File: config.mk
export PLATFORM = sky130hd
export DESIGN_NAME = rsc_ctrl
export DESIGN_NICKNAME = d
export VERILOG_FILES = /design/src/rtl/rsc_pkg.sv /design/src/rtl/rsc_ctrl.sv
export SDC_FILE = /design/constraint.sdc
export NUM_CORES = 1
export LEC_CHECK = 0
export BUFFER_PORTS_ARGS = -buffer_cell sky130_fd_sc_hd__buf_4
export CORE_UTILIZATION = 40
export DETAILED_ROUTE_END_ITERATION = 8
export GPL_TIMING_DRIVEN = 0
export PLACE_DENSITY = 0.66
export SYNTH_ARGS = -nofsm -noshare
export SYNTH_HDL_FRONTEND = slang
export SYNTH_SLANG_ARGS = --single-unit
File: constraint.sdc
create_clock -name i_clk -period 2.2 [get_ports i_clk]
set_clock_uncertainty 0.15 [all_clocks]
set_input_delay 0.11 -clock i_clk [delete_from_list [all_inputs] [get_ports i_clk]]
set_output_delay 0.11 -clock i_clk [all_outputs]
set_load 0.005 [all_outputs]
File: src/rtl/rsc_pkg.sv
// rsc_pkg: shared types, opcodes and constants for the RPN stack calculator.
// No dependencies; imported by every rtl module.
package rsc_pkg;

    localparam int STACK_DEPTH_DEF = 128;
    localparam int VAR_COUNT_DEF   = 26;

    localparam int DATA_W      = 32;
    localparam int KIND_W      = 4;
    localparam int VIDX_W      = 5;
    localparam int ERR_W       = 3;
    localparam int IN_TDATA_W  = 40;
    localparam int OUT_TDATA_W = 40;
    localparam int DIV_DVD_W   = 48;
    localparam int FRAC_W      = 16;

    typedef logic [KIND_W-1:0] t_kind;

    localparam t_kind K_PUSH        = 4'd0;
    localparam t_kind K_POP         = 4'd1;
    localparam t_kind K_PEEK        = 4'd2;
    localparam t_kind K_DUP         = 4'd3;
    localparam t_kind K_SWAP        = 4'd4;
    localparam t_kind K_CLEAR       = 4'd5;
    localparam t_kind K_ADD         = 4'd6;
    localparam t_kind K_SUB         = 4'd7;
    localparam t_kind K_MUL         = 4'd8;
    localparam t_kind K_DIV         = 4'd9;
    localparam t_kind K_MOD         = 4'd10;
    localparam t_kind K_RECALL_LAST = 4'd11;
    localparam t_kind K_RECALL_VAR  = 4'd12;
    localparam t_kind K_STORE       = 4'd13;

    typedef enum logic [ERR_W-1:0] {
        ERR_NONE  = 3'd0,
        ERR_UNDER = 3'd1,
        ERR_OVER  = 3'd2,
        ERR_DIV0  = 3'd3,
        ERR_MOD0  = 3'd4
    } t_err;

    typedef enum logic [2:0] {
        PS_OPND,
        PS_B,
        PS_A,
        PS_RES,
        PS_LAST,
        PS_VAR
    } t_push_src;

    typedef enum logic [3:0] {
        S_IDLE,
        S_EXEC,
        S_RD1,
        S_TK1,
        S_RD2,
        S_TK2,
        S_MUL,
        S_DIVS,
        S_DIVW,
        S_ALU,
        S_PUSH1,
        S_PUSH2,
        S_STVAR,
        S_DONE
    } t_state;

    typedef struct packed {
        logic      load;
        logic      rd;
        logic      take_b;
        logic      take_a;
        logic      push;
        t_push_src push_src;
        logic      clear;
        logic      mul;
        logic      div_start;
        logic      alu;
        logic      raise;
        t_err      raise_code;
        logic      store_var;
        logic      finish;
    } t_dp_cmd;

    typedef struct packed {
        t_kind kind;
        logic  take_zero;
        logic  var_ok;
        logic  prev_ok;
        logic  div_done;
        logic  out_free;
    } t_dp_sts;

endpackage

File: src/rtl/rsc_ctrl.sv
// rsc_ctrl: token sequencer; steps the datapath through pops, ALU and pushes.
// Depends on rsc_pkg.
module rsc_ctrl (
    input  logic             i_clk,
    input  logic             i_rst_n,
    input  logic             i_in_valid,
    output logic             o_in_ready,
    input  rsc_pkg::t_dp_sts i_sts,
    output rsc_pkg::t_dp_cmd o_cmd
);
    import rsc_pkg::*;

    t_state r_state;
    t_state n_state;

    always_ff @(posedge i_clk) begin
        if (!i_rst_n) begin
            r_state <= S_IDLE;
        end else begin
            r_state <= n_state;
        end
    end

    always_comb begin
        n_state = r_state;
        case (r_state)
            S_IDLE: begin
                if (i_in_valid) n_state = S_EXEC;
            end
            S_EXEC: begin
                case (i_sts.kind) inside
                    K_PUSH, K_RECALL_LAST:       n_state = S_PUSH1;
                    K_RECALL_VAR:                n_state = i_sts.var_ok ? S_PUSH1 : S_DONE;
                    [K_POP:K_SWAP], [K_ADD:K_MOD], K_STORE: n_state = S_RD1;
                    default:                     n_state = S_DONE;
                endcase
            end
            S_RD1: n_state = S_TK1;
            S_TK1: begin
                case (i_sts.kind) inside
                    K_POP:        n_state = S_DONE;
                    K_PEEK, K_DUP: n_state = S_PUSH1;
                    K_DIV, K_MOD: n_state = i_sts.take_zero ? S_DONE : S_RD2;
                    K_STORE:      n_state = i_sts.prev_ok ? S_RD2 : S_DONE;
                    default:      n_state = S_RD2;
                endcase
            end
            S_RD2: n_state = S_TK2;
            S_TK2: begin
                case (i_sts.kind) inside
                    K_SWAP:       n_state = S_PUSH1;
                    K_ADD, K_SUB: n_state = S_ALU;
                    K_MUL:        n_state = S_MUL;
                    K_DIV, K_MOD: n_state = S_DIVS;
                    K_STORE:      n_state = S_STVAR;
                    default:      n_state = S_DONE;
                endcase
            end
            S_MUL:  n_state = S_ALU;
            S_DIVS: n_state = S_DIVW;
            S_DIVW: begin
                if (i_sts.div_done) n_state = S_ALU;
            end
            S_ALU:  n_state = S_PUSH1;
            S_PUSH1: begin
                n_state = ((i_sts.kind == K_DUP) || (i_sts.kind == K_SWAP)) ? S_PUSH2 : S_DONE;
            end
            S_PUSH2: n_state = S_DONE;
            S_STVAR: n_state = S_DONE;
            S_DONE: begin
                if (i_sts.out_free) n_state = S_IDLE;
            end
            default: n_state = S_IDLE;
        endcase
    end

    always_comb begin
        o_cmd            = '0;
        o_cmd.push_src   = PS_OPND;
        o_cmd.raise_code = ERR_NONE;
        o_in_ready       = (r_state == S_IDLE);
        case (r_state)
            S_IDLE:  o_cmd.load = i_in_valid;
            S_EXEC:  o_cmd.clear = (i_sts.kind == K_CLEAR);
            S_RD1:   o_cmd.rd = 1'b1;
            S_TK1: begin
                o_cmd.take_b = 1'b1;
                if (i_sts.take_zero && (i_sts.kind == K_DIV)) begin
                    o_cmd.raise      = 1'b1;
                    o_cmd.raise_code = ERR_DIV0;
                end else if (i_sts.take_zero && (i_sts.kind == K_MOD)) begin
                    o_cmd.raise      = 1'b1;
                    o_cmd.raise_code = ERR_MOD0;
                end
            end
            S_RD2:   o_cmd.rd = 1'b1;
            S_TK2:   o_cmd.take_a = 1'b1;
            S_MUL:   o_cmd.mul = 1'b1;
            S_DIVS:  o_cmd.div_start = 1'b1;
            S_ALU:   o_cmd.alu = 1'b1;
            S_PUSH1: begin
                o_cmd.push = 1'b1;
                case (i_sts.kind) inside
                    K_PUSH:                 o_cmd.push_src = PS_OPND;
                    K_RECALL_LAST:          o_cmd.push_src = PS_LAST;
                    K_RECALL_VAR:           o_cmd.push_src = PS_VAR;
                    K_PEEK, K_DUP, K_SWAP:  o_cmd.push_src = PS_B;
                    default:                o_cmd.push_src = PS_RES;
                endcase
            end
            S_PUSH2: begin
                o_cmd.push     = 1'b1;
                o_cmd.push_src = (i_sts.kind == K_SWAP) ? PS_A : PS_B;
            end
            S_STVAR: o_cmd.store_var = 1'b1;
            S_DONE:  o_cmd.finish = i_sts.out_free;
            default: o_cmd = '0;
        endcase
    end

endmodule

[After elaboration in Yosys (flattened, before gate mapping)]
Index checks and enable logic that the tools add are counted.
Widths: inputs -> output; s select.
Storage, ports and cells
  register bits: 4
  bits of input ports: 12
  output and inout port bits: 19
  logic and storage cells: 89
Operators by class
  magnitude comparators: 4
  equality and inequality tests: 29
  muxes and demuxes: 39
  reduce and logical (&&, ||, !) cells: 16
Operators by type and width (count)
  $mux 4: 19
  $pmux 4 s13: 1
  $eq 4x4->1 const B: 12
  $eq 4x3->1 const B: 8
  $eq 4x2->1 const B: 4
  $mux 3: 5
  $reduce_or 2->1: 6
  $mux 1: 11
  $eq 4x1->1 const B: 2
  $logic_not 4->1: 2
  $pmux 4 s2: 1
  $ne 2x2->1 const B: 3
  $reduce_or 3->1: 2
  $ge 4x1->1 const B: 1
  $ge 4x3->1 const B: 1
  $le 4x3->1 const B: 1
  $le 4x4->1 const B: 1
  $logic_and 1x1->1: 4
  $mux 2: 2
  $reduce_and 3->1: 1
  $logic_or 1x1->1: 1

[Longest topological paths before layout]
  depth after elaboration: 7
  mapped depth: 6
  depth with buffers taken out: 5

[Worst setup path before layout]
OpenSTA, ideal clock, no wires.
  path kind: register to register
  start point: register r_state[0]
  end point: register r_state[3]
  library setup time: 125 ps
  arrival: 1264 ps
  setup slack: 660 ps
  cell stages (with the launch flop): 6
  period minus slack after synthesis: 1540 ps
  cells stage by stage: dfxtp_1 buf_2 or4_1 o22a_1 o21ai_1 a31oi_1
On the way
  word-level cells in the longest chain between the ends: 3
  elaborated cells between the ends (all ways): 20
RTL lines
  from (decl): line rsc_ctrl.sv:13  | t_state r_state;
  from (signal assigned): line rsc_ctrl.sv:20  | r_state <= n_state;
  $eq 4x4->1 / $logic_not 4->1 (equally long branches): line rsc_ctrl.sv:26  | case (r_state)
  $reduce_or 2->1 (no source line) / $ne 2x2->1 (equally long branches)
  $pmux 4 s13 / $reduce_and 3->1 (equally long branches)
Several ways; a longest one is shown, not always the timed one.
A chain may end at the register's enable or synchronous reset.

==> impl_metrics.ini <==
[worst_setup_path]
critPathMaxFanout = 9
r2r_setup_slack_ns = 0.50
slowest_delay_ns = 0.29
start_kind = flip-flop
startpoint = r_state[0]$_SDFFE_PN0P_
crit_cells = 7
crit_type = reg -> out
ff2ff_path_depth = 6
crit_family = buffers and inverters
end_kind = output pin
crit_buf_inv = 3
regToRegStartpoint = r_state[0]$_SDFFE_PN0P_
endpoint = o_cmd[10]
worstPathRequired_ns = 1.94
slowest_stage = dfxtp_1
reg2reg_to = r_state[1]$_SDFFE_PN0P_
cp_cell_sequence = buf_2 -> nand4bb_1 -> clkbuf_1 -> nor2_1 -> nor4b_1 -> a21oi_1 -> buf_4
worstPathArrival_ns = 1.72

[detailed_routing]
highest_layer = met4
wl_um = 2680
route.vias.total = 1123
drtIter0Drc = 38
drt_first_pass_iters = 6
wl_met2_um = 1290
drt-vias-per-instance = 5.82
wl_met3_um = 132
wl_met1_um = 1240
drc = 0
avgRoutedWirePerCell_um = 13.9
antenna_left = 0

[logic_synthesis]
ys_ff_latch = 4
synth_nets = 146
synth_edf_count = 0
yosysTopAreaCellShare = 0.0860
yosysWarnings = 0
synth_cell_types = 46
synth_async_sr_flop_share = 0
seq_area_frac_synth = 0.0860
synth_ff_type = dfxtp_1
netlist_area_um2 = 931
synth_area_leaders = dfxtp_1, nand2b_1, a21oi_1
synthCells = 134
synth_top_area_cell = dfxtp_1
syn_avg_cell_area_um2 = 6.95

[cts]
cts_tree = yes
numCtsBuffers = 3
path_clk_slew_ns = 0.04
post_cts_buffers = 0
cts_sinks = 4
clkLatencyLatePin_ns = 0.23
root_buffer = clkbuf_4
clockBufferDepth = 2
htreeDepth = 1
cts-hold-fix-buffers = 0
cts_resized = 0

[timing]
max_slew_margin = 0.683
grt_setup_unrepaired = false
finalHoldViolations = 0
setup_slack_ns = 0.219
max_freq_mhz = 505
fin_tns_setup_ns = 0
worst-slew-pin-transition_ns = 0.464
final.min_clock_period_ns = 1.98
drv_slew = 0
setup_viol = 0
post-route-period-util = 0.900
hold_slack_ns = 0.0164

[power]
swShare = 0.470
combPwrFrac = 0.765
p_per_area_nw_per_um2 = 779
p_clk_frac = 0.097
seqPwrFrac = 0.138
p_switching_w = 0.000438
ir_drop_v = 0.000537
p_leak_nw = 0.510
power.internal_w = 0.000495

[global_routing]
overflow = 0
grt_max_degree = 11
track_usage = 0.222
grt_pass1_wl_um = 4380
grt_pass1_vias = 992
antenna_found_initial = 0

[place]
gp_congestion = 0.867
pre_cts_slack_ns = 0.486
portBuffers = 28
hpwl_um = 2020

[outcome]
status = finished, final reports clean

[finish]
fin_nets = 179
utilization = 0.542
largest_reg_flops = 4
top_regs = r_state x4
area_delta_synth_final_pct = 28.8
top_register = r_state
antenna_cells = 0
drive_gt1_frac = 0.309

[min_path]
hp-class = in -> reg

[run]
drv_cap = 0

[die]
rows = 17
ioPinCount = 31
die-area_um2 = 2520
die_height_um = 50.2
start_util = 0.421
core_um2 = 2210
die_w_um = 50.2
stage by stage:
step                      power [W]  area [um2]  cells
after global routing        0.00102        1200    193
final                      0.000933        1200    193
after detailed placement   0.000840        1180    190
after global placement     0.000827        1180    190
after floorplan            0.000629         931    134
after CTS                  0.000936        1200    193
worst register-to-register path, stage by stage (launching register included):
cell and delay (ns):
dfxtp_1 0.29, buf_2 0.20, nand4bb_1 0.16, clkbuf_1 0.28, o22ai_1 0.14, a21oi_1 0.22
o221ai_2 0.12
cells in the final DEF, fill, tap and decap left out, types with 2 or more instances in the layout:
cell,Yosys,final
dfxtp_1,4,4
buf_4,4,32
nor4_1,2,2
a21oi_1,9,9
nand3_1,6,6
a22oi_1,2,2
a2111oi_0,2,2
nor2b_1,5,5
and2_1,3,3
o32ai_1,2,2
nand2b_1,10,10
o21bai_1,2,2
inv_1,8,8
nand3b_1,2,2
o21ai_0,3,3
buf_6,2,2
nor2_1,9,9
clkbuf_4,0,3
nand2_1,5,5
nor3b_1,4,4
nor3_1,7,7
or3_1,2,2
a211oi_1,3,3
buf_2,8,8
a31oi_1,3,3
o22ai_1,4,4
or4_1,2,2
nand4bb_1,2,2
cells in the mapped netlist (2+ instances only):
cell type,instances
o21ai_0,3
a22oi_1,2
buf_6,2
o22ai_1,4
nand2b_1,10
nor3b_1,4
nand2_1,5
and2_1,3
or4_1,2
buf_2,8
nor3_1,7
nand3_1,6
a21oi_1,9
nand4bb_1,2
a2111oi_0,2
nor2_1,9
dfxtp_1,4
buf_4,4
o21bai_1,2
nor2b_1,5
nand3b_1,2
or3_1,2
o32ai_1,2
nor4_1,2
a31oi_1,3
inv_1,8
a211oi_1,3
cells by family (layout without fill, tap and decap cells):
kind of cell / after synthesis / in the layout / synth area share
flops: 4 / 4 / 0.0860
simple gates: 64 / 64 / 0.440
mux: 2 / 2 / 0.0242
compound gates: 40 / 40 / 0.305
xor+xnor: 1 / 1 / 0.00941
buf+inv: 23 / 54 / 0.136
cell type report:
class,instances,area (um2)
multi-input combinational,107,724
clock buffer,3,22.5
timing repair buffer,28,210
tap,28,35.0
sequential,4,80.1
inverter,8,30.0
buffer,15,96.3
fill,239,1010
how the worst min path moves through the flow:
stage / from / end / slack, ns / cells after the start
after floorplan: i_rst_n / r_state[0]$_SDFFE_PN0P_ / 0.09 / 1
after global placement: i_rst_n / r_state[1]$_SDFFE_PN0P_ / 0.25 / 3
after detailed placement: i_rst_n / r_state[1]$_SDFFE_PN0P_ / 0.26 / 3
after CTS: i_rst_n / r_state[1]$_SDFFE_PN0P_ / 0.02 / 3
after global routing: i_rst_n / r_state[0]$_SDFFE_PN0P_ / 0.009 / 2
final: i_rst_n / r_state[1]$_SDFFE_PN0P_ / 0.02 / 3
routing by layer:
| layer | vias up | global-route usage |
|---|---|---|
| li1 | 559 | - |
| met1 | 525 | 0.290 |
| met2 | 37 | 0.378 |
| met3 | 2 | 0.0424 |
| met4 | 0 | 0.0333 |
| met5 | - | 0 |
power groups by stage:
stage          logic, W  registers, W  clock network [W]
2_1_floorplan  0.000506      0.000123                  0
3_3_place_gp   0.000698      0.000129                  0
3_5_place_dp   0.000710      0.000130                  0
4_1_cts        0.000714      0.000129          0.0000938
5_1_grt        0.000785      0.000133           0.000102
6_report       0.000714      0.000129          0.0000905
Power figures use the tool's default switching activity.
